==> src/sv/sss_div.sv <==
// Bit-serial restoring divider, one quotient bit per cycle.
// Standalone; used by the top level for the mean and the variance.
module sss_div #(
  parameter int NUM_W = 75,
  parameter int DEN_W = 11
) (
  input  logic             clk,
  input  logic             rst,
  input  logic             start,
  input  logic [NUM_W-1:0] num,
  input  logic [DEN_W-1:0] den,
  output logic             done,
  output logic [NUM_W-1:0] quo
);
  localparam int CNT_W = $clog2(NUM_W + 1);

  logic [DEN_W-1:0] rem;
  logic [DEN_W-1:0] dreg;
  logic [CNT_W-1:0] cnt;
  logic             busy;
  logic [DEN_W:0]   trial;
  logic             take;

  assign trial = {rem, quo[NUM_W-1]};
  assign take  = trial >= {1'b0, dreg};

  always_ff @(posedge clk) begin
    if (rst) begin
      busy <= 1'b0;
      done <= 1'b0;
      cnt  <= '0;
    end else begin
      done <= 1'b0;
      if (start) begin
        busy <= 1'b1;
        cnt  <= CNT_W'(NUM_W);
      end else if (busy) begin
        cnt <= cnt - 1'b1;
        if (cnt == CNT_W'(1)) begin
          busy <= 1'b0;
          done <= 1'b1;
        end
      end
    end
  end

  always_ff @(posedge clk) begin
    if (start) begin
      rem  <= '0;
      dreg <= den;
      quo  <= num;
    end else if (busy) begin
      rem <= take ? DEN_W'(trial - {1'b0, dreg}) : trial[DEN_W-1:0];
      quo <= {quo[NUM_W-2:0], take};
    end
  end

endmodule

==> config.mk <==
export PLATFORM = sky130hd
export DESIGN_NAME = sss_div
export DESIGN_NICKNAME = d
export VERILOG_FILES = /design/src/sv/sss_div.sv
export SDC_FILE = /design/constraint.sdc
export NUM_CORES = 1
export LEC_CHECK = 0
export BUFFER_PORTS_ARGS = -buffer_cell sky130_fd_sc_hd__buf_4
export CORE_ASPECT_RATIO = 0.9
export CORE_UTILIZATION = 35
export CTS_BUF_LIST = sky130_fd_sc_hd__clkbuf_2
export DETAILED_ROUTE_END_ITERATION = 8
export PLACE_DENSITY = 0.6
export RECOVER_POWER = 100
export SLEW_MARGIN = 40
export SYNTH_ARGS = -nofsm -noshare
export SYNTH_HDL_FRONTEND = slang
export SYNTH_SLANG_ARGS = --single-unit
==> constraint.sdc <==
create_clock -name clk -period 2.9 [get_ports clk]
set_clock_uncertainty 0.1 [all_clocks]
set_input_delay 0.29 -clock clk [delete_from_list [all_inputs] [get_ports clk]]
set_output_delay 0.29 -clock clk [all_outputs]
set_load 0.03 [all_outputs]
==> flow_metrics.py <==
metrics = {
    "finish": {
        "design_area_mm2": 0.00708,
        "final_layout_size_suffix_gt1_share_pct": 30.6,
        "final_cell_count_no_fill": 800,
        "n_antenna_cell": 0,
        "final_nets": 710,
        "area_delta_synth_final_pct": 42.8,
    },
    "placed_design": {
        "postPlaceCellArea_mm2": 0.00641,
        "gp_congestion": 0.765,
        "dp_hpwl_um": 7710,
        "io_buffers": 164,
        "place_inst": 697,
    },
    "worst_setup_path": {
        "reg2reg_depth": 9,
        "r2r-end": "rem[0]",
        "cpMaxStageDelayCell": "clkbuf_2",
        "required_ps": 3090,
        "crit_top_cell": "clkbuf_2",
        "crit_arrival_ps": 2900,
        "max_stage_delay_ps": 770,
        "crit_fanout": 43,
        "cp_cell_sequence": "dlygate4sd3_1 > clkbuf_2 > or2_2 > clkbuf_2",
        "cp-start-kind": "input port",
        "r2r_setup_slack_ps": 240,
        "worstSetupPathType": "input port to flip-flop",
        "worstReg2RegStart": "quo[74]",
        "end_kind": "flip-flop",
    },
    "power": {
        "p_leak_nw": 2.75,
        "power_density_mw_per_mm2": 508,
        "irDropWorstVdd_uv": 367,
        "total_power_mw": 3.60,
    },
    "clock_network": {
        "ctsHtreeMaxLevel": 3,
        "root_buffer": "clkbuf_2",
        "cts.clk_slew.worst_paths_ps": 290,
        "cts.sinks": 106,
        "cts_buffers": 9,
        "cts.path.max_buffers": 2,
        "cts_tree": "yes",
        "insertion_delay_ps": 630,
    },
    "routing": {
        "vias": 3729,
        "ant_nets": 0,
        "drt_iter0_drc": 202,
        "drcViolationCount": 0,
        "wl_per_cell_um": 15.0,
        "viasPerCell": 4.66,
        "dr.pass1.iters": 4,
        "wl_um": 12000,
    },
    "sta": {
        "finalHoldViolCount": 0,
        "slew_headroom_pct": 12.8,
        "min_period_ps": 2710,
        "grt_setup_unrepaired": "false",
        "slew_violations": 0,
        "finalSetupTns_ps": 0,
        "timing.final.crit_share_pct": 93.4,
        "max_freq_ghz": 0.369,
        "worst_pin_slew_ps": 1310,
        "setup_viol": 0,
        "holdWs_ps": 271,
    },
    "die": {
        "core_area_mm2": 0.0136,
        "row_count": 40,
        "die_area_mm2": 0.0146,
        "fp.dieH_um": 115,
        "ios": 165,
        "start_util_pct": 36.6,
        "die_w_um": 127,
    },
    "hold_path": {
        "hold_start": "den[8]",
        "holdPathEnd": "dreg[8]",
        "whs_path_depth": 2,
        "hp-class": "input port to flip-flop",
    },
    "synth": {
        "avgSynthCellArea_um2": 13.9,
        "netlist_instances": 356,
        "ys_ff_latch": 106,
        "async_reset_ff_share_pct": 0,
        "synth_edf_count": 86,
        "synth_cell_types": 47,
        "yosysSeqAreaShare_pct": 60.2,
        "synthesis.nets": 459,
        "synth_ff_type": "edfxtp_1",
        "netlist_area_mm2": 0.00496,
        "ys_warn_count": 0,
    },
    "global_routing": {
        "grt-ovfl-total": 0,
        "grt_util_all_layers_pct": 16.7,
        "first_global_vias": 3814,
        "grt_max_degree": 68,
        "antenna_found_initial": 0,
        "grt_pass1_wl_um": 19000,
    },
    "job": {
        "drv_cap": 0,
    },
    "status": {
        "outcome": "complete, no violations",
    },
}
metrics by stage:
stage / util (%) / setup WS, ps
finish: 52.2 / 191
global route: 52.2 / 48.9
CTS: 54.4 / 120
detailed placement: 47.3 / 173
global placement: 47.3 / 277
floorplan: - / 346
routing by layer:
layer,track usage (%),up-vias,wire (um)
met5,0,-,0
met4,4.60,0,176
met3,6.24,15,925
met2,27.9,139,5610
met1,20.4,1739,5260
li1,-,1836,-
cell families (layout without fill, tap and decap cells):
family / after synthesis / count (layout) / synth area share (%)
AO/OA/AOI/OAI: 41 / 41 / 5.78
XOR/XNOR: 11 / 11 / 1.94
adder cells (fa/ha/maj): 14 / 14 / 3.68
buffers and inverters: 34 / 289 / 2.90
flip-flops: 106 / 106 / 60.2
multiplexers: 83 / 83 / 18.7
AND/OR/NAND/NOR: 67 / 67 / 6.79
sequential cells by signal, indices dropped and copies added, names as in the netlist:
name,cells
quo,75
dreg,11
busy,1
rem,11
done,1
cnt,7
synthesized netlist by cell type (3+ instances only):
cell | n | share of area (%)
nand2b_1 | 4 | 0.50
nor2_1 | 28 | 2.1
a211oi_1 | 7 | 1.1
xnor2_1 | 7 | 1.2
buf_1 | 4 | 0.30
dfxtp_1 | 20 | 8.1
clkbuf_1 | 10 | 0.76
mux2i_1 | 7 | 1.4
xor2_1 | 4 | 0.71
mux2_2 | 75 | 17
ha_1 | 13 | 3.3
or3_1 | 3 | 0.38
edfxtp_1 | 86 | 52
nand2_1 | 9 | 0.68
nor3_1 | 6 | 0.61
o21ai_0 | 9 | 0.91
a21oi_1 | 7 | 0.71
inv_1 | 16 | 1.2
nand3_1 | 4 | 0.40
worst max-delay path by stage:
stage / from / endpoint / slack [ps] / cells past startpoint
CTS: quo[74] / rem[9] / 120 / 10
global route: quo[74] / rem[9] / 50 / 10
detailed placement: quo[74] / rem[9] / 170 / 10
floorplan: start / quo[0] / 350 / 4
finish: start / quo[46] / 190 / 4
global placement: quo[74] / rem[9] / 280 / 10
worst max-delay path, delay by kind of cell:
family | cells | cell delay (ps)
AND/OR/NAND/NOR | 1 | 770
buffers and inverters | 3 | 1790
where the power goes:
| group | switching, mW | leakage, nW | internal [mW] |
|---|---|---|---|
| registers | 0.0825 | 1.03 | 1.83 |
| logic | 0.574 | 1.65 | 0.426 |
| clock network | 0.491 | 0.0692 | 0.196 |
| total | 1.15 | 2.75 | 2.45 |
timing repair:
action,CTS,global route
endpoints found under the setup margin,0,3
hold buffers,87,1
gates resized for setup,0,1
hold endpoints to repair,95,2
buffers inserted,0,0
area by class of cell:
class | instances | area, um2
multi-input combinational | 216 | 1840
sequential | 106 | 2980
clock inverter | 4 | 43.8
clock buffer | 11 | 55.1
tap | 189 | 236
fill | 1230 | 6480
inverter | 17 | 63.8
timing repair buffer | 257 | 1860
placed cells by master (no fill, tap or decap), drive strengths merged, types with 2 or more instances in the layout:
master and count:
nor4 2, buf 78, nor2b 2, nand3 5, nor4b 2, o21ai 12, o31a 2, o211ai 2
o22ai 2, nand2 9, a311oi 2, clkbuf 102, clkinv 4, nand2b 4, or3 3, ha 13
inv 16, dfxtp 20, o21a 2, nor3 6, edfxtp 86, mux2i 7, dlygate4sd3 88, mux2 76
a211oi 8, xnor2 7, xor2 4, a21oi 7, nor2 28
(Power assumes the default switching activity.)
