**config.mk**
```make
export PLATFORM = sky130hd
export DESIGN_NAME = sss_sqrt
export DESIGN_NICKNAME = d
export VERILOG_FILES = /design/src/sv/sss_sqrt.sv
export SDC_FILE = /design/constraint.sdc
export NUM_CORES = 1
export LEC_CHECK = 0
export BUFFER_PORTS_ARGS = -buffer_cell sky130_fd_sc_hd__buf_2
export CAP_MARGIN = 20
export CORE_MARGIN = 2
export CORE_UTILIZATION = 34
export CTS_BUF_LIST = sky130_fd_sc_hd__clkbuf_8
export CTS_CLUSTER_SIZE = 10
export DETAILED_ROUTE_END_ITERATION = 8
export HOLD_SLACK_MARGIN = 0.15
export PLACE_DENSITY = 0.56
export RECOVER_POWER = 25
export SLEW_MARGIN = 20
export SYNTH_ARGS = -nofsm -noshare
export SYNTH_HDL_FRONTEND = slang
export SYNTH_SLANG_ARGS = --single-unit
```
**constraint.sdc**
```tcl
create_clock -name clk -period 5.9 [get_ports clk]
set_clock_uncertainty 0.05 [all_clocks]
set_input_delay 0.295 -clock clk [delete_from_list [all_inputs] [get_ports clk]]
set_output_delay 0.295 -clock clk [all_outputs]
set_load 0.02 [all_outputs]
```
**src/sv/sss_sqrt.sv**
```systemverilog
// Bit-serial integer square root of a 64-bit value, two radicand bits per cycle.
// Standalone; used by the top level for the standard deviation.
module sss_sqrt (
  input  logic        clk,
  input  logic        rst,
  input  logic        start,
  input  logic [63:0] x_in,
  output logic        done,
  output logic [31:0] root
);
  logic [63:0] x;
  logic [63:0] res;
  logic [63:0] bitv;
  logic        busy;
  logic [64:0] trial;

  assign trial = {1'b0, res} + {1'b0, bitv};
  assign root  = res[31:0];

  always_ff @(posedge clk) begin
    if (rst) begin
      busy <= 1'b0;
      done <= 1'b0;
    end else begin
      done <= 1'b0;
      if (start) begin
        busy <= 1'b1;
      end else if (busy && bitv == 64'd1) begin
        busy <= 1'b0;
        done <= 1'b1;
      end
    end
  end

  always_ff @(posedge clk) begin
    if (start) begin
      x    <= x_in;
      res  <= '0;
      bitv <= 64'd1 << 62;
    end else if (busy) begin
      if ({1'b0, x} >= trial) begin
        x   <= x - trial[63:0];
        res <= (res >> 1) + bitv;
      end else begin
        res <= res >> 1;
      end
      bitv <= bitv >> 2;
    end
  end

endmodule

```
==> summary by stage, run 1 <==
Placement
The pre-CTS setup slack is -845 ps. At the end of routability-driven placement, the weighted congestion stood at 0.930. The placed wire-length estimate after detailed placement is around 39 mm.

Port buffering added approximately 100 buffers.

Yosys
In this run, synthesis produced a sequential element count of 162. The most used flip-flop cell after synthesis is sky130_fd_sc_hd__dfxtp_1. Of the post-synthesis cell area, the dominant cell type holds 0.130. The synthesized area is 15,100 um^2.

Yosys printed 0 warnings. The share of the Yosys chip area taken by registers is 0.256. The number of nets handed over by synthesis was 2,123. In the synthesized netlist, the cells that appear most often are sky130_fd_sc_hd__nand2_1, sky130_fd_sc_hd__nor2_1, sky130_fd_sc_hd__o21ai_0, sky130_fd_sc_hd__ha_1, sky130_fd_sc_hd__a21oi_1. Yosys instantiated no cell more often than sky130_fd_sc_hd__nand2_1.

In the synthesized netlist the async set-or-reset flop fraction comes to 0. The distinct cell type count of the synthesized netlist is 85. Counting flops with a built-in enable in the synthesized netlist gives 64.

The synthesized design spends more area on one cell type than any other, namely sky130_fd_sc_hd__dfxtp_1. The post-synthesis instance total is 1,925. Each instance of the synthesized netlist takes up on average between 7 and 8 um^2. Ranked by total cell area, the synthesized netlist is headed by sky130_fd_sc_hd__dfxtp_1, sky130_fd_sc_hd__edfxtp_1, sky130_fd_sc_hd__ha_1.

Global routing
In this run the most used layer during global routing was met2. The initial antenna violation count is 0. The number of global-route vias before repair is 14,700. The met3 routing resource usage after global routing is 0.0316. The met2 routing resource usage after global routing is 0.354. The first global-routing pass estimated 80.4 mm of wire. For this run, global-route usage on met1 was measured as 0.300. Summed over all layers, the global routing overflow is 0.

Across every metal layer, demand over resource in global routing totals 0.216. The largest net degree at the start of global routing is 122.

STA
Setup repair after global routing could not meet its margin everywhere. The worst path needs a little under 6000 ps of the cycle, external delays included. The max-slew violation count is 0. The relative slew slack is 0.286.

Setup violations remaining at the end of the flow were counted as 0. The actual transition at the worst max-transition pin is 1070 ps. The count of endpoints failing hold in the final timing report came to 0. The fraction of the cycle the final worst path needs is 0.982. Static timing analysis puts the maximum clock frequency at 173 MHz. The worst path setup slack after routing is 106 ps.

Setup path
The buffer and inverter count on the worst path is 2. The worst setup path is captured at a flop. The worst register-to-register path has a depth of 23. In this design, the stage delay of the slowest critical-path cell is 530 ps.

The kind of start point of the critical path is a flop. The largest individual stage delay along the critical path comes from the cell sky130_fd_sc_hd__or4_4. The setup slack of the worst register-to-register path is 110 ps.

The depth of the critical timing path with buffers and inverters included is 23. The start-to-end type of the worst setup path is flop to flop. The dominant delay contributor by cell family on the critical path is simple AND/OR/NAND/NOR gates. The data arrival at the endpoint of the critical path is approximately 6000 ps. Walking the worst path, the cells encountered are ha_4, nand3_4, or4_4, nor2_1, buf_4, o221ai_4, o21ai_2, a211o_1, nand2_2, nor3_2, mux2i_1, xnor2_1, ha_2, nand4_1, nor4_4, nand3_1, o31ai_2, a41o_1, o2111ai_4, a21oi_4, nand2_4, nand2_8, clkbuf_16.

Along the worst path, the maximum fanout reaches 8. The critical path data required time is a little over 6000 ps.

Clock tree
The buffer levels on the longest clock path is 2. The source-to-sink clock delay at the later pin of the worst-skew pair is approximately 520 ps. The number of CTS-inserted buffers is 17. Clock tree synthesis selected as its root buffer the cell sky130_fd_sc_hd__clkbuf_8. TritonCTS built the clock tree. The number of clock sinks seen by CTS is 162. The clock slew at the register clock pins of the worst setup and hold paths is 100 ps. The deepest level of the CTS H-tree is 4.

Routing
The number of DRC markers in iteration 0 is around 1,200. The via density per instance is 5.60. For this run, design rule violations remaining after detail routing come to 0. The number of antenna-violating nets in the routed design is 0. The routed design has 52.5 mm of wire. Dividing the detail-routed wire length by the instance count gives 18.9 um.

The total number of vias is 15,600. The number of iterations in the first detailed-routing pass is 5.

Run
The number of max-cap violations is 0.

Floorplanning
The placeable core area is 44,100 um^2. The die boundary height is 215 um. The total number of placement rows is 77. For this configuration, the core starts out at a cell density of 0.343.

The number of top-level pins is 100. The die boundary width is ~220 um. The die covers about 46,000 um^2.

Layout
The share of layout cells above drive strength 1 is 0.209. In the final design database the tool counted 2,376 nets. The antenna cell count is 0. The core utilization of the finished layout is 0.433.

The area growth from synthesis to layout is 26.2%.

Pwr
The leakage power total is 7.73 nW. The worst ir drop on vdd is 160 uV. The total power per unit cell area is 424 nW/um^2.

Min path
The worst hold path belongs to the class input pin to flop. The number of cells on the worst hold path is 3.

Run status
The run finished with clean final reports.
## cells by family after synthesis
logic type | synth area share
AOI/OAI and AO/OA | 0.269
xor gates and xnor gates | 0.0792
adders and majority gates | 0.109
buffers and inverters | 0.0555
DFF | 0.256
muxes | 0.0294
and+or+nand+nor | 0.202
## routing by layer
metal	share of wire	vias to the layer above
met5	0	-
met4	0.016	0
met3	0.049	53
met2	0.46	432
met1	0.47	7418
li1	-	7674
## final cells by class
class	count	area (um^2)
Fill cell	4506	25000
Clock inverter	15	174
Sequential cell	162	3910
Inverter	41	154
Timing Repair Buffer	366	2820
Clock buffer	17	234
Multi-Input combinational cell	1590	11100
Tap cell	592	741
## stage by stage
step | instances | cell area, um^2 | TNS [ps] | power, mW | hold slack (ps)
floorplan | 1925 | 15200 | 0 | 5.08 | 314
detailed placement | 2660 | 17100 | -92150 | 6.71 | 424
global route | 2783 | 19100 | -949 | 8.73 | 443
CTS | 2761 | 18300 | 0 | 7.79 | 411
finish | 2783 | 19100 | 0 | 8.12 | 451
global placement | 2660 | 17100 | -97410 | 6.67 | 410
## cells in the final DEF, fill, tap and decap left out, types with 66 or more instances in the layout
cell type                         n
sky130_fd_sc_hd__xor2_1          76
sky130_fd_sc_hd__nand2_1        213
sky130_fd_sc_hd__a21oi_1        120
sky130_fd_sc_hd__dlygate4sd3_1   66
sky130_fd_sc_hd__buf_2           97
sky130_fd_sc_hd__nor2_1         204
sky130_fd_sc_hd__ha_1           111
sky130_fd_sc_hd__buf_4          188
sky130_fd_sc_hd__o21ai_0        136
sky130_fd_sc_hd__dfxtp_1         81
## timing repair
item                                   4_1_cts  5_1_grt
gates resized for setup                     26      102
hold buffers                                66        0
pin swaps                                    6       43
setup endpoints to repair                  134      144
endpoints found under the hold margin       66        0
cloned                                       1        7
setup buffers                                2       15
## worst register-to-register path: stages (launching register included)
cell                        delay, ps
sky130_fd_sc_hd__dfxtp_4          370
sky130_fd_sc_hd__ha_4             310
sky130_fd_sc_hd__nand3_4          110
sky130_fd_sc_hd__or4_4            530
sky130_fd_sc_hd__nor2_1           100
sky130_fd_sc_hd__buf_4            170
sky130_fd_sc_hd__o221ai_4         140
sky130_fd_sc_hd__o21ai_2          200
sky130_fd_sc_hd__a211o_1          200
sky130_fd_sc_hd__nand2_2           90
sky130_fd_sc_hd__nor3_2           140
sky130_fd_sc_hd__mux2i_1          230
sky130_fd_sc_hd__xnor2_1          120
sky130_fd_sc_hd__ha_2             440
sky130_fd_sc_hd__nand4_1          170
sky130_fd_sc_hd__nor4_4           510
sky130_fd_sc_hd__nand3_1          160
sky130_fd_sc_hd__o31ai_2          250
sky130_fd_sc_hd__a41o_1           190
sky130_fd_sc_hd__o2111ai_4        220
sky130_fd_sc_hd__a21oi_4          260
sky130_fd_sc_hd__nand2_4          100
sky130_fd_sc_hd__nand2_8          230
sky130_fd_sc_hd__clkbuf_16        220
## power breakdown
part           switching, mW  leakage [nW]  internal [mW]
sequential             0.208          1.45           1.56
combinational           3.09          6.04           2.33
clock                  0.479         0.231          0.452
## flip-flops by register name, indices dropped and copies added, names as in the netlist
signal,flops
busy,1
done,1
x,64
bitv,32
res,64
## final timing paths
kind / start / to
worst max register to register: bitv[32]$_SDFFE_PP0P_ / x[24]$_DFFE_PP_
worst min-delay path: rst / busy$_SDFFE_PP0P_
worst max-delay path: bitv[32]$_SDFFE_PP0P_ / x[24]$_DFFE_PP_
worst min register to register: bitv[34]$_SDFFE_PP0P_ / bitv[32]$_SDFFE_PP0P_
No activity file was read; power rests on OpenSTA's default activity.
==> inputs of run 2 (changes only) <==
--- a/config.mk
+++ b/config.mk
@@ -7,6 +7,7 @@
 export LEC_CHECK = 0
 export BUFFER_PORTS_ARGS = -buffer_cell sky130_fd_sc_hd__buf_2
 export CAP_MARGIN = 20
+export CORE_ASPECT_RATIO = 0.6
 export CORE_MARGIN = 2
 export CORE_UTILIZATION = 34
 export CTS_BUF_LIST = sky130_fd_sc_hd__clkbuf_8
==> run 2 against run 1 <==
  * The flow now finishes with violations (setup timing)
  * Clock power is 2% lower
  * Cell area is 0.20% lower
  * Worst setup slack worse by 180 ps
  * Sequential power hardly changed
  * Wire length is 9.5% higher
  * Largest power group unchanged
  * Non-clock buffer count is 24 lower
  * Combinational power is 6.5% higher
==> summary by stage, run 2 (same netlist as run 1, synthesis figures left out) <==
Run status
The flow ran to the end, but the final reports show violations. The checks that failed: setup timing.

Floorplanning
The die boundary height is 168 um. The placeable core area is 43,600 um^2. After floorplanning, the core was divided into 59 placement rows. The number of top-level pins is 100. The die covers approximately 46,000 um^2. The initial utilization of the core area, before any placement, comes to 0.347. The die boundary width is 277 um.

Placement
The number of port buffers is between 90 and 100. At the end of routability-driven placement, the weighted congestion stood at 0.974. The placed wire-length estimate after detailed placement is between 40 and 50 mm.

Setup path
The data arrival at the endpoint of the critical path is 6340 ps. The peak fanout along the critical path is 6. The critical path data required time is around 6300 ps.

The start-to-end type of the worst setup path is flop to flop. The capturing element type of the critical path is a flop. STA classifies the critical path startpoint as a flop.

Clock tree
The clock net in this run drives a total of 162 sinks. The cell sitting at the root of the clock tree is a sky130_fd_sc_hd__clkbuf_8. The clock tree synthesis step divided the H-tree into 4 levels. The source-to-sink clock delay at the later pin of the worst-skew pair is between 500 and 600 ps. After clock tree synthesis, the clock-pin slew on the worst setup and hold paths is 110 ps.

The longest clock path from root to sink contains 2 buffers. The CTS tree is built. The number of CTS-inserted buffers is 17.

Pwr
Across the VDD grid, the largest voltage drop is 185 uV. The overall power consumption is about 8.5 mW. The total power per unit cell area is 444 nW/um^2. The analysis attributes to cell leakage a power of 7.68 nW.

STA
Timing would allow up to around 170 MHz. The max-slew violation count is 0. In the post-route analysis, the smallest setup slack over all paths is -78.5 ps. Dividing the final minimum period by the clock period gives 1.01. The relative slew slack is 0.341. Setup repair after global routing could not meet its margin everywhere.

For the pin with the worst max-slew slack, the measured transition is 985 ps. Setup violations remaining at the end of the flow were counted as 23. After routing, the total negative slack on setup checks comes to -527 ps. The count of endpoints failing hold in the final timing report is 0. The clock period minus final worst setup slack is between 5000 and 6000 ps.

Routing
For this run, the detailed router's first-pass iteration total came to 6. The number of antenna-violating nets in the routed design is 0. The via density per instance is 5.81. Dividing the detail-routed wire length by the instance count gives 20.9 um.

For this run, design rule violations remaining after detail routing come to 0. Wires add up to 57.5 mm. The number of DRC markers in iteration 0 is 1,984.

The total number of vias is 16,000.

Layout
The library cells used most frequently in the layout, excluding fill and tap cells, are sky130_fd_sc_hd__nand2_1, sky130_fd_sc_hd__nor2_1, sky130_fd_sc_hd__buf_4. The multi-input combinational cell area is around 11,000 um^2. The fill cell instance count of the final layout is around 4,300. Leaving out fill and tap cells, the most frequent cell in the layout is sky130_fd_sc_hd__nand2_1.

Relative to the synthesized area, the layout overhead comes to 26.0%. In the final layout, the registers with the most flip-flops are res: 64 flops, x: 64 flops, bitv: 32 flops. The area taken by flip-flops and latches is 3900 um^2. The net count of the finished layout is 2,354. The share of layout cells above drive strength 1 is 0.208.

The antenna cell count is 0.

Min path
The kind of path behind the tightest hold check is input pin to flop.

Global routing
Entering global routing, the biggest net connects 118 pins. The initial antenna violation count is 0. The wire length of the first global-routing pass is 86.0 mm. The number of global-route vias before repair was 14,200.

For this run, the total global-route usage over all layers was measured as 0.239. The remaining global-route overflow is 0.

Run
The number of max-cap violations is 0.
## run 2: final timing paths
path	start	to	slack [ps]	cells past startpoint
max	res[20]$_SDFFE_PP0P_	res[29]$_SDFFE_PP0P_	-80	22
min	start	x[54]$_DFFE_PP_	300	2
max reg2reg	res[20]$_SDFFE_PP0P_	res[29]$_SDFFE_PP0P_	-80	22
min reg2reg	res[0]$_SDFFE_PP0P_	res[0]$_SDFFE_PP0P_	490	2
## run 2: critical path, stage by stage, from the launching register on
cell	delay (ps)
sky130_fd_sc_hd__dfxtp_2	350
sky130_fd_sc_hd__ha_1	310
sky130_fd_sc_hd__a31oi_1	210
sky130_fd_sc_hd__o21bai_2	140
sky130_fd_sc_hd__or4_4	510
sky130_fd_sc_hd__o221ai_4	270
sky130_fd_sc_hd__o21ai_2	120
sky130_fd_sc_hd__a211o_1	310
sky130_fd_sc_hd__nand2_2	120
sky130_fd_sc_hd__nor3_4	50
sky130_fd_sc_hd__mux2i_2	230
sky130_fd_sc_hd__xnor2_2	150
sky130_fd_sc_hd__ha_4	360
sky130_fd_sc_hd__nand4_1	350
sky130_fd_sc_hd__nor4_4	440
sky130_fd_sc_hd__nand3_1	140
sky130_fd_sc_hd__o31ai_2	260
sky130_fd_sc_hd__a41o_1	180
sky130_fd_sc_hd__o2111ai_4	180
sky130_fd_sc_hd__buf_12	200
sky130_fd_sc_hd__a21o_4	240
sky130_fd_sc_hd__or3_4	380
sky130_fd_sc_hd__a311oi_2	280
## run 2: final cells by class
class,instances,area share
repair buffers,342,0.142
flip-flops and latches,162,0.205
multi-input cells,1592,0.586
inverters,41,0.00807
well taps,579,0.0380
clock buffers,17,0.0123
clock inverters,15,0.00872
## run 2: per-layer routing
metal  up-vias  track usage  share of wire
met3        38       0.0713           0.12
met5         -            0              0
met4         0       0.0394         0.0090
met2       739        0.302           0.37
met1      7541        0.386           0.51
li1       7635            -              -
## run 2: power by group
part | total [mW] | leakage (nW) | internal, mW | switching, mW
sequential | 1.78 | 1.45 | 1.56 | 0.220
combinational | 5.77 | 6.03 | 2.41 | 3.36
clock | 0.915 | 0.199 | 0.414 | 0.500
## run 2: repair_timing
item                                    CTS  global route
setup buffers                             7            22
hold buffers                             65             0
endpoints found under the setup margin  133           147
pin swaps                                19            71
resized for setup                        47           122
hold endpoints to repair                 66             0
cloned                                    6             3
## run 2: per-stage QoR
stage,setup slack (ps),std cells,instance area (um^2),utilization,hold WS [ps]
detailed placement,-806,2615,16900,0.386,435
floorplan,179,1925,15200,-,314
CTS,7.83,2725,18300,0.420,298
global placement,-695,2615,16900,0.386,434
global route,-236,2748,19100,0.437,343
finish,-78.5,2748,19100,0.437,303
