[src/sv/sss_pkg.sv]
// Shared types and constants for the sorted sample statistics block.
// No dependencies; sss_cell and the top level import it.
package sss_pkg;

  localparam int SAMPLE_W = 32;
  localparam int COUNT_OUT_W = 11;
  localparam int PERCENT_W = 7;
  localparam logic [PERCENT_W-1:0] PERCENT_RESET = 7'd50;

  // Division by 100 for the interval length: floor(x / 100) equals
  // (x * LEN_RECIP) >> LEN_SHIFT for every x below 2^28.
  localparam int LEN_SHIFT = 32;
  localparam logic [25:0] LEN_RECIP = 26'd42949673;

  typedef enum logic [1:0] {
    ST_OK       = 2'd0,
    ST_FULL     = 2'd1,
    ST_ZERO     = 2'd2,
    ST_TOO_FEW  = 2'd3
  } status_t;

  typedef enum logic {
    OP_ADD  = 1'b0,
    OP_EVAL = 1'b1
  } opcode_t;

  typedef enum logic [8:0] {
    S_IDLE   = 9'b000000001,
    S_LEN    = 9'b000000010,
    S_PASS1  = 9'b000000100,
    S_DIVM   = 9'b000001000,
    S_PASS2  = 9'b000010000,
    S_DRAIN  = 9'b000100000,
    S_VSTART = 9'b001000000,
    S_DIVV   = 9'b010000000,
    S_SQRT   = 9'b100000000
  } seq_state_t;

  // Control broadcast to every cell of the chain.
  typedef struct packed {
    logic                ins;
    logic                rot;
    logic [SAMPLE_W-1:0] smp;
  } cell_ctrl_t;

endpackage

[src/sv/sss_cell.sv]
// One storage cell of the sorted chain.
// Depends on sss_pkg for the broadcast control struct.
module sss_cell (
  input  logic                           clk,
  input  logic                           rst,
  input  sss_pkg::cell_ctrl_t            ctrl,
  input  logic [sss_pkg::SAMPLE_W-1:0]   left_val,
  input  logic                           left_ge,
  input  logic                           left_valid,
  input  logic [sss_pkg::SAMPLE_W-1:0]   right_val,
  output logic [sss_pkg::SAMPLE_W-1:0]   val,
  output logic                           ge,
  output logic                           valid
);
  import sss_pkg::*;

  // Holds a value at or above the incoming sample, so the sample goes at or before here.
  assign ge = valid && (val >= ctrl.smp);

  always_ff @(posedge clk) begin
    if (ctrl.ins) begin
      if (left_ge) begin
        val <= left_val;
      end else if (ge || !valid) begin
        val <= ctrl.smp;
      end
    end else if (ctrl.rot) begin
      val <= right_val;
    end
  end

  always_ff @(posedge clk) begin
    if (rst) begin
      valid <= 1'b0;
    end else if (ctrl.ins) begin
      valid <= left_valid;
    end
  end

endmodule

[config.mk]
export PLATFORM = sky130hd
export DESIGN_NAME = sss_cell
export DESIGN_NICKNAME = d
export VERILOG_FILES = /design/src/sv/sss_pkg.sv /design/src/sv/sss_cell.sv
export SDC_FILE = /design/constraint.sdc
export NUM_CORES = 1
export LEC_CHECK = 0
export BUFFER_PORTS_ARGS = -buffer_cell sky130_fd_sc_hd__clkbuf_2
export CORE_ASPECT_RATIO = 0.7
export CORE_MARGIN = 2
export CORE_UTILIZATION = 45
export DETAILED_ROUTE_END_ITERATION = 16
export PLACE_DENSITY_LB_ADDON = 0.3
export SLEW_MARGIN = 20
export SYNTH_ARGS = -nofsm -noshare
export SYNTH_HDL_FRONTEND = slang
export SYNTH_SLANG_ARGS = --single-unit
[constraint.sdc]
create_clock -name clk -period 4.19 [get_ports clk]
set_input_delay 0 -clock clk [delete_from_list [all_inputs] [get_ports clk]]
set_output_delay 0 -clock clk [all_outputs]
set_load 0.005 [all_outputs]
==> impl_metrics.json, run 1 <==
{
  "grt_max_degree": 56,
  "postCtsHoldBufs": 2,
  "multi_input_area_um2": 1390,
  "clock-sinks": 33,
  "min_path_type": "input port to flip-flop",
  "first_pass_iters": 4,
  "fin_crit_sh_pct": 66.2,
  "dieHeight_um": 66.9,
  "layout-drive-gt1-share_pct": 38.6,
  "synth.distinct_cells": 30,
  "cts_max_path_buffers": 2,
  "synthCells": 258,
  "p_sw_mw": 0.269,
  "regArea_um2": 981,
  "die_area_um2": 6270,
  "rsz0062_at_grt": "no",
  "drc_errors": 0,
  "grt_pass1_vias": 2269,
  "post_cts_buffers": 0,
  "synthTopCellsByArea": "edfxtp_1 (38%), ha_1 (16%), mux2i_1 (13%)",
  "area_growth_pct": 32.6,
  "grt_pass1_wl_um": 10100,
  "antenna_found_initial": 0,
  "vias_per_cell": 4.98,
  "yosys_warnings": 0,
  "combPwrFrac_pct": 28.6,
  "portBuffers": 135,
  "num_io_pins": 136,
  "slew_violations": 0,
  "gp_congestion": 0.766,
  "yosysTopAreaCellShare_pct": 37.8,
  "cts_resized": 0,
  "finalHoldViolCount": 0,
  "tightest_slew_ps": 1090,
  "synth_area_um2": 2540,
  "crit_required_ps": 4100,
  "slew_headroom_pct": 27.4,
  "cts-root-buf": "clkbuf_8",
  "critPathArrivalTime_ps": 2680,
  "finClkSkew_ps": 6.79,
  "crit_path_end_kind": "flip-flop",
  "cts.clk_slew.worst_paths_ps": 70,
  "cts_buffers": 5,
  "routedWlPerCell_um": 13.7,
  "drt_iter0_drc": 52,
  "drt_wl_total_um": 6370,
  "finalNetCount": 527,
  "cts_tree": "done",
  "grt.total_usage_pct": 21.5,
  "setup_tns_ps": 0,
  "internal_power_mw": 0.649,
  "fin_crit_ps": 2770,
  "start_kind": "flip-flop",
  "vdd_drop_max_mv": 0.160,
  "clkLatencyLatePin_ps": 290,
  "overflow": 0,
  "dpl.hpwl_um": 5010,
  "htree_levels": 2,
  "diodes": 0,
  "floorplan.initialDensity_pct": 47.6,
  "fmax_mhz": 361,
  "switching_share_pct": 29.3,
  "synth_largest_area_cell": "edfxtp_1",
  "cp_max_fo": 32,
  "syn-num-nets": 392,
  "synth_seq_area_share_pct": 38.6,
  "status": "finished clean",
  "cap_violations": 0,
  "num_rows": 22,
  "sequentialPowerShare_pct": 45.8,
  "leakagePower_nw": 1.79,
  "setup_viol": 0,
  "yosys_register_bits": 33,
  "fillers": 475,
  "die_w_um": 93.8,
  "avgSynthCellArea_um2": 9.85,
  "pwr-share-clk_pct": 25.6,
  "ant_nets": 0,
  "power_density_nw_per_um2": 272,
  "worstSetupPathType": "flip-flop to flip-flop",
  "fp.coreArea_um2": 5340,
  "routed-via-count": 2321,
  "setup_ws_ps": 1420,
  "total_power_mw": 0.918,
  "place_ws_ps": 1390
}
-- sequential cells by signal, summed over array words and instances, names as in the netlist --
signal	flops
val	32
valid	1
-- kinds of logic after synthesis --
kind of cell	share of synthesized area (%)
compound gates	14.4
simple gates	10.8
buf+inv	7.48
mux	13.0
flops	38.6
fa+ha+maj	15.8
-- Yosys cell counts --
cell type / count
a2111oi_2: 1
a2111oi_4: 1
a211oi_2: 1
a21boi_1: 1
a21o_1: 2
a21o_2: 1
a21oi_1: 45
a221o_1: 1
a31oi_1: 1
and4_1: 2
buf_2: 3
buf_8: 1
clkbuf_1: 6
clkbuf_8: 1
dfxtp_1: 1
edfxtp_1: 32
ha_1: 32
inv_1: 33
mux2i_1: 33
nand2_1: 6
nand2_2: 1
nand2b_4: 1
nand3_1: 3
nand4_1: 4
nand4_2: 1
nor2_1: 36
nor3_1: 1
nor4_4: 1
o21ai_0: 5
o31ai_2: 1
-- critical path, cell delays in order, from the launching register on --
cell	delay, ps
edfxtp_1	400
ha_1	320
and4_1	250
nand2_2	80
a2111oi_2	320
o31ai_2	130
a31oi_4	880
-- layout by cell type, fill, tap and decap left out, drive strengths merged --
| master | synthesis | final |
|---|---|---|
| a2111oi | 2 | 2 |
| and4 | 2 | 2 |
| a21boi | 1 | 1 |
| dlygate4sd3 | 0 | 2 |
| ha | 32 | 32 |
| o21ai | 5 | 5 |
| a221o | 1 | 1 |
| a21o | 3 | 3 |
| edfxtp | 32 | 32 |
| a21oi | 45 | 45 |
| a211oi | 1 | 1 |
| nor3 | 1 | 1 |
| mux2i | 33 | 33 |
| inv | 33 | 33 |
| clkbuf | 7 | 143 |
| nor4 | 1 | 1 |
| a31oi | 1 | 1 |
| nand3 | 3 | 3 |
| buf | 4 | 2 |
| nand2 | 7 | 7 |
| dfxtp | 1 | 1 |
| nand4 | 5 | 5 |
| nand2b | 1 | 1 |
| o31ai | 1 | 1 |
| nor2 | 36 | 36 |
-- per-stage QoR --
step | utilization (%) | hold slack [ps] | instance area [um2] | cells
finish | 63.1 | 28.2 | 3370 | 466
global route | 63.1 | 32.7 | 3370 | 466
CTS | 63.1 | 22.1 | 3370 | 466
detailed placement | 61.2 | 165 | 3270 | 456
global placement | 61.2 | 165 | 3270 | 456
floorplan | - | 72.4 | 2540 | 258
-- power by group through the flow --
stage	sequential (mW)	combinational, mW	clock (mW)
after global routing	0.424	0.300	0.250
after floorplan	0.428	0.144	0
after global placement	0.424	0.255	0
after detailed placement	0.428	0.261	0
after CTS	0.421	0.266	0.239
final	0.420	0.263	0.235
-- layout make-up --
type | count | share of cell area (%)
clock buffers | 8 | 2.38
inverters | 33 | 3.67
multi-input cells | 181 | 41.1
flip-flops and latches | 33 | 29.1
well taps | 72 | 2.67
repair buffers | 139 | 21.1
-- metal layers --
layer | GRT usage, % | routed length (um)
met1 | 24.8 | 2740
met2 | 37.9 | 3050
met3 | 5.43 | 474
met4 | 9.78 | 112
met5 | 0 | 0
-- path summary, 6_finish.rpt --
path	cells after the start	endpoint	from	slack, ps
worst min register to register	3	valid$_SDFFE_PP0P_	valid$_SDFFE_PP0P_	1120
worst max-delay path	6	val[17]$_DFFE_PP_	val[13]$_DFFE_PP_	1420
worst max register to register	6	val[17]$_DFFE_PP_	val[13]$_DFFE_PP_	1420
worst min-delay path	3	val[4]$_DFFE_PP_	right_val[4]	30
No activity file was read; power rests on OpenSTA's default activity.
==> inputs of run 2 (changes only) <==
==> constraint.sdc (replaced) <==
create_clock -name clk -period 2.6 [get_ports clk]
set_input_delay 0 -clock clk [delete_from_list [all_inputs] [get_ports clk]]
set_output_delay 0 -clock clk [all_outputs]
set_load 0.005 [all_outputs]
==> impl_metrics.json, run 2 (synthesis results as in run 1) <==
{
  "status": "finished clean",
  "reg2reg_slack_ps": 280,
  "grt_max_degree": 46,
  "layout-drive-gt1-share_pct": 39.2,
  "area_growth_pct": 33.8,
  "fp.coreArea_um2": 5340,
  "vias_per_cell": 4.89,
  "start_kind": "flip-flop",
  "clkLatencyLatePin_ps": 270,
  "dieHeight_um": 66.9,
  "critPathArrivalTime_ps": 2300,
  "rsz0062_at_grt": "no",
  "finClkSkew_ps": 4.34,
  "final_cells": 470,
  "fillers": 505,
  "num_rows": 22,
  "fin_crit_ps": 2320,
  "finalInstanceArea_um2": 3400,
  "utilization_pct": 63.7,
  "num_io_pins": 136,
  "slew_violations": 0,
  "worstSetupPathType": "flip-flop to flip-flop",
  "drt_wl_total_um": 6140,
  "top_regs": "val (32), valid (1)",
  "grt_pass1_vias": 2123,
  "clock-sinks": 33,
  "numPlacedInstances": 458,
  "dpl.hpwl_um": 5170,
  "vdd_drop_max_mv": 0.306,
  "grt_pass1_wl_um": 9650,
  "largest_register_ffs": 32,
  "final_cell_mix": "clkbuf_2 (135), a21oi_1 (45), nor2_1 (36)",
  "power_density_nw_per_um2": 432,
  "htree_levels": 2,
  "cts_max_path_buffers": 2,
  "hold_ws_ps": 44.9,
  "antenna_found_initial": 0,
  "dpl-instance-area_um2": 3290,
  "die_area_um2": 6270,
  "cts.clk_slew.worst_paths_ps": 60,
  "leakagePower_nw": 1.80,
  "top_register": "val",
  "layout_commonest_cell": "clkbuf_2",
  "crit_path_end_kind": "flip-flop",
  "cts-root-buf": "clkbuf_8",
  "gp_congestion": 0.794,
  "floorplan.initialDensity_pct": 47.6,
  "drt_iter0_drc": 53,
  "portBuffers": 135,
  "finalNetCount": 531,
  "die_w_um": 93.8,
  "cts_resized": 0,
  "diodes": 0,
  "crit_required_ps": 2570,
  "overflow": 0,
  "setup_viol": 0,
  "drc_errors": 0,
  "finalHoldViolCount": 0,
  "cap_violations": 0,
  "min_path_type": "input port to flip-flop",
  "first_pass_iters": 5,
  "slew_headroom_pct": 64.2,
  "routed-via-count": 2296,
  "fin_crit_sh_pct": 89.3,
  "grt.total_usage_pct": 19.9,
  "cts_tree": "done",
  "cp_max_fo": 12,
  "routedWlPerCell_um": 13.1,
  "fmax_mhz": 431,
  "setup_tns_ps": 0,
  "ant_nets": 0,
  "cts_buffers": 5,
  "tightest_slew_ps": 537
}
-- run 2: repair_timing --
item                                   CTS  global route
endpoints found under the hold margin    1             0
setup buffers                            0             2
hold buffers                             2             0
setup endpoints to repair                0            24
-- run 2: power breakdown --
group | switching (mW) | internal (mW) | total, mW
Clock | 0.173 | 0.190 | 0.363
Sequential | 0.0285 | 0.647 | 0.675
Combinational | 0.217 | 0.213 | 0.431
Total | 0.419 | 1.05 | 1.47
-- run 2: cell type report --
cell class | count | area (um2) | share of cell area (%)
multi-input cells | 181 | 1390 | 40.7
flip-flops and latches | 33 | 981 | 28.8
repair buffers | 143 | 741 | 21.8
inverters | 33 | 124 | 3.64
well taps | 72 | 90.1 | 2.65
clock buffers | 8 | 80.1 | 2.35
-- run 2: final timing paths --
| path | cells after the start | endpoint | start |
|---|---|---|---|
| setup / recovery | 7 | val[12]$_DFFE_PP_ | val[14]$_DFFE_PP_ |
| hold / removal | 3 | val[30]$_DFFE_PP_ | right_val[30] |
| setup reg to reg | 7 | val[12]$_DFFE_PP_ | val[14]$_DFFE_PP_ |
| hold reg to reg | 4 | val[25]$_DFFE_PP_ | valid$_SDFFE_PP0P_ |
-- run 2: worst max-delay path, cell delays in order, from the launching register on --
cell       delay [ps]
edfxtp_1          400
ha_1              310
and4_1            240
nand2_2            90
a2111oi_2         340
o31ai_2           130
a31oi_4           260
buf_4             250
-- run 2: per-layer routing --
layer	routed length [um]	part of all wire [%]	vias up	track usage, %
li1	-	-	1209	-
met3	433	7.1	4	5.20
met5	0	0	-	0
met4	48	0.78	0	3.44
met1	2850	46	1006	26.2
met2	2800	46	77	33.7
-- run 2: metrics by stage --
step,power (mW),setup WS (ps)
3_5_place_dp,1.12,94.6
2_1_floorplan,0.924,164
5_1_grt,1.57,141
6_report,1.47,278
3_3_place_gp,1.10,160
4_1_cts,1.48,77.3
==> inputs of run 3 (changes only) <==
--- a/config.mk
+++ b/config.mk
@@ -5,7 +5,7 @@
 export SDC_FILE = /design/constraint.sdc
 export NUM_CORES = 1
 export LEC_CHECK = 0
-export BUFFER_PORTS_ARGS = -buffer_cell sky130_fd_sc_hd__clkbuf_2
+export BUFFER_PORTS_ARGS = -buffer_cell sky130_fd_sc_hd__buf_2
 export CORE_ASPECT_RATIO = 0.7
 export CORE_MARGIN = 2
 export CORE_UTILIZATION = 45
==> impl_metrics.json, run 3 (synthesis results as in run 1) <==
{
  "final_cells": 468,
  "slew_headroom_pct": 63.7,
  "power_density_nw_per_um2": 435,
  "total_power_mw": 1.47,
  "setup_ws_ps": 264,
  "cts_max_path_buffers": 2,
  "start_kind": "flip-flop",
  "antenna_found_initial": 0,
  "finClkSkew_ps": 1.92,
  "ant_nets": 0,
  "clkLatencyLatePin_ps": 280,
  "setup_viol": 0,
  "min_path_type": "input port to flip-flop",
  "final_cell_mix": "buf_2 (135), a21oi_1 (45), nor2_1 (36)",
  "top_register": "val",
  "tightest_slew_ps": 544,
  "routedWlPerCell_um": 13.5,
  "fin_crit_ps": 2340,
  "area_growth_pct": 33.2,
  "leakagePower_nw": 1.76,
  "gp_congestion": 0.779,
  "cp_max_fo": 20,
  "fp.coreArea_um2": 5340,
  "layout_commonest_cell": "buf_2",
  "cts_tree": "done",
  "drt_wl_total_um": 6330,
  "place_ws_ps": 253,
  "slew_violations": 0,
  "grt_pass1_wl_um": 9970,
  "die_w_um": 93.8,
  "portBuffers": 135,
  "clock-sinks": 33,
  "worstSetupPathType": "flip-flop to flip-flop",
  "diodes": 0,
  "die_area_um2": 6270,
  "layout-drive-gt1-share_pct": 38.9,
  "crit_required_ps": 2570,
  "vdd_drop_max_mv": 0.246,
  "grt_pass1_vias": 2249,
  "routed-via-count": 2326,
  "status": "finished clean",
  "rsz0062_at_grt": "no",
  "drc_errors": 0,
  "fmax_mhz": 428,
  "setup_tns_ps": 0,
  "numPlacedInstances": 458,
  "crit_path_end_kind": "flip-flop",
  "cap_violations": 0,
  "dpl.hpwl_um": 5250,
  "overflow": 0,
  "critPathArrivalTime_ps": 2300,
  "fin_crit_sh_pct": 89.9,
  "largest_register_ffs": 32,
  "cts_buffers": 5,
  "first_pass_iters": 6,
  "htree_levels": 2,
  "grt_max_degree": 37,
  "num_rows": 22,
  "num_io_pins": 136,
  "dieHeight_um": 66.9,
  "drt_iter0_drc": 108,
  "finalNetCount": 529,
  "cts-root-buf": "clkbuf_8",
  "top_regs": "val (32), valid (1)",
  "grt.total_usage_pct": 20.8,
  "floorplan.initialDensity_pct": 47.6,
  "finalHoldViolCount": 0,
  "cts.clk_slew.worst_paths_ps": 70,
  "vias_per_cell": 4.97
}
==> run 3: path summary, 6_finish.rpt <==
path                           start           endpoint  slack, ps  cells past startpoint
hold reg to reg   valid$_SDFFE_PP0P_   val[8]$_DFFE_PP_       1000                      4
hold / removal          right_val[7]   val[7]$_DFFE_PP_         40                      3
setup reg to reg   val[15]$_DFFE_PP_  val[18]$_DFFE_PP_        260                      7
setup / recovery   val[15]$_DFFE_PP_  val[18]$_DFFE_PP_        260                      7
==> run 3: layer usage <==
metal	part of all wire, %	GRT usage (%)	vias to the layer above
met5	0	0	-
met2	46	35.4	78
met4	1.2	7.79	0
met3	6.9	5.09	7
li1	-	-	1205
met1	46	25.7	1036
==> run 3: worst max-delay path, cell delays in order, from the launching register on <==
cell and delay (ps):
edfxtp_1 380, ha_1 330, and4_1 250, nand2_2 100, a2111oi_2 330, o31ai_2 140
a31oi_4 180, buf_4 300
==> run 3: final cells by class <==
cell class              count  area (um2)
clock buffers               8        80.1
fillers                   495        1950
inverters                  33         124
multi-input cells         181        1390
flip-flops and latches     33         981
well taps                  72        90.1
repair buffers            141         726
==> run 3: per-stage QoR <==
stage / hold slack [ps] / instance area [um2] / util [%]
6_report: 36.2 / 3390 / 63.4
3_3_place_gp: 159 / 3290 / 61.5
3_5_place_dp: 161 / 3290 / 61.5
4_1_cts: 21.7 / 3390 / 63.4
2_1_floorplan: 72.4 / 2560 / -
5_1_grt: 40.8 / 3390 / 63.4
==> run 3: repair_timing <==
item	4_1_cts	5_1_grt
hold buffers	2	0
setup buffers	0	0
endpoints found under the setup margin	0	0
resized for setup	0	0
hold endpoints to repair	1	0
==> run 3: where the power goes <==
| part | switching (mW) | internal (mW) |
|---|---|---|
| Sequential | 0.0268 | 0.647 |
| Combinational | 0.216 | 0.211 |
| Clock | 0.181 | 0.190 |
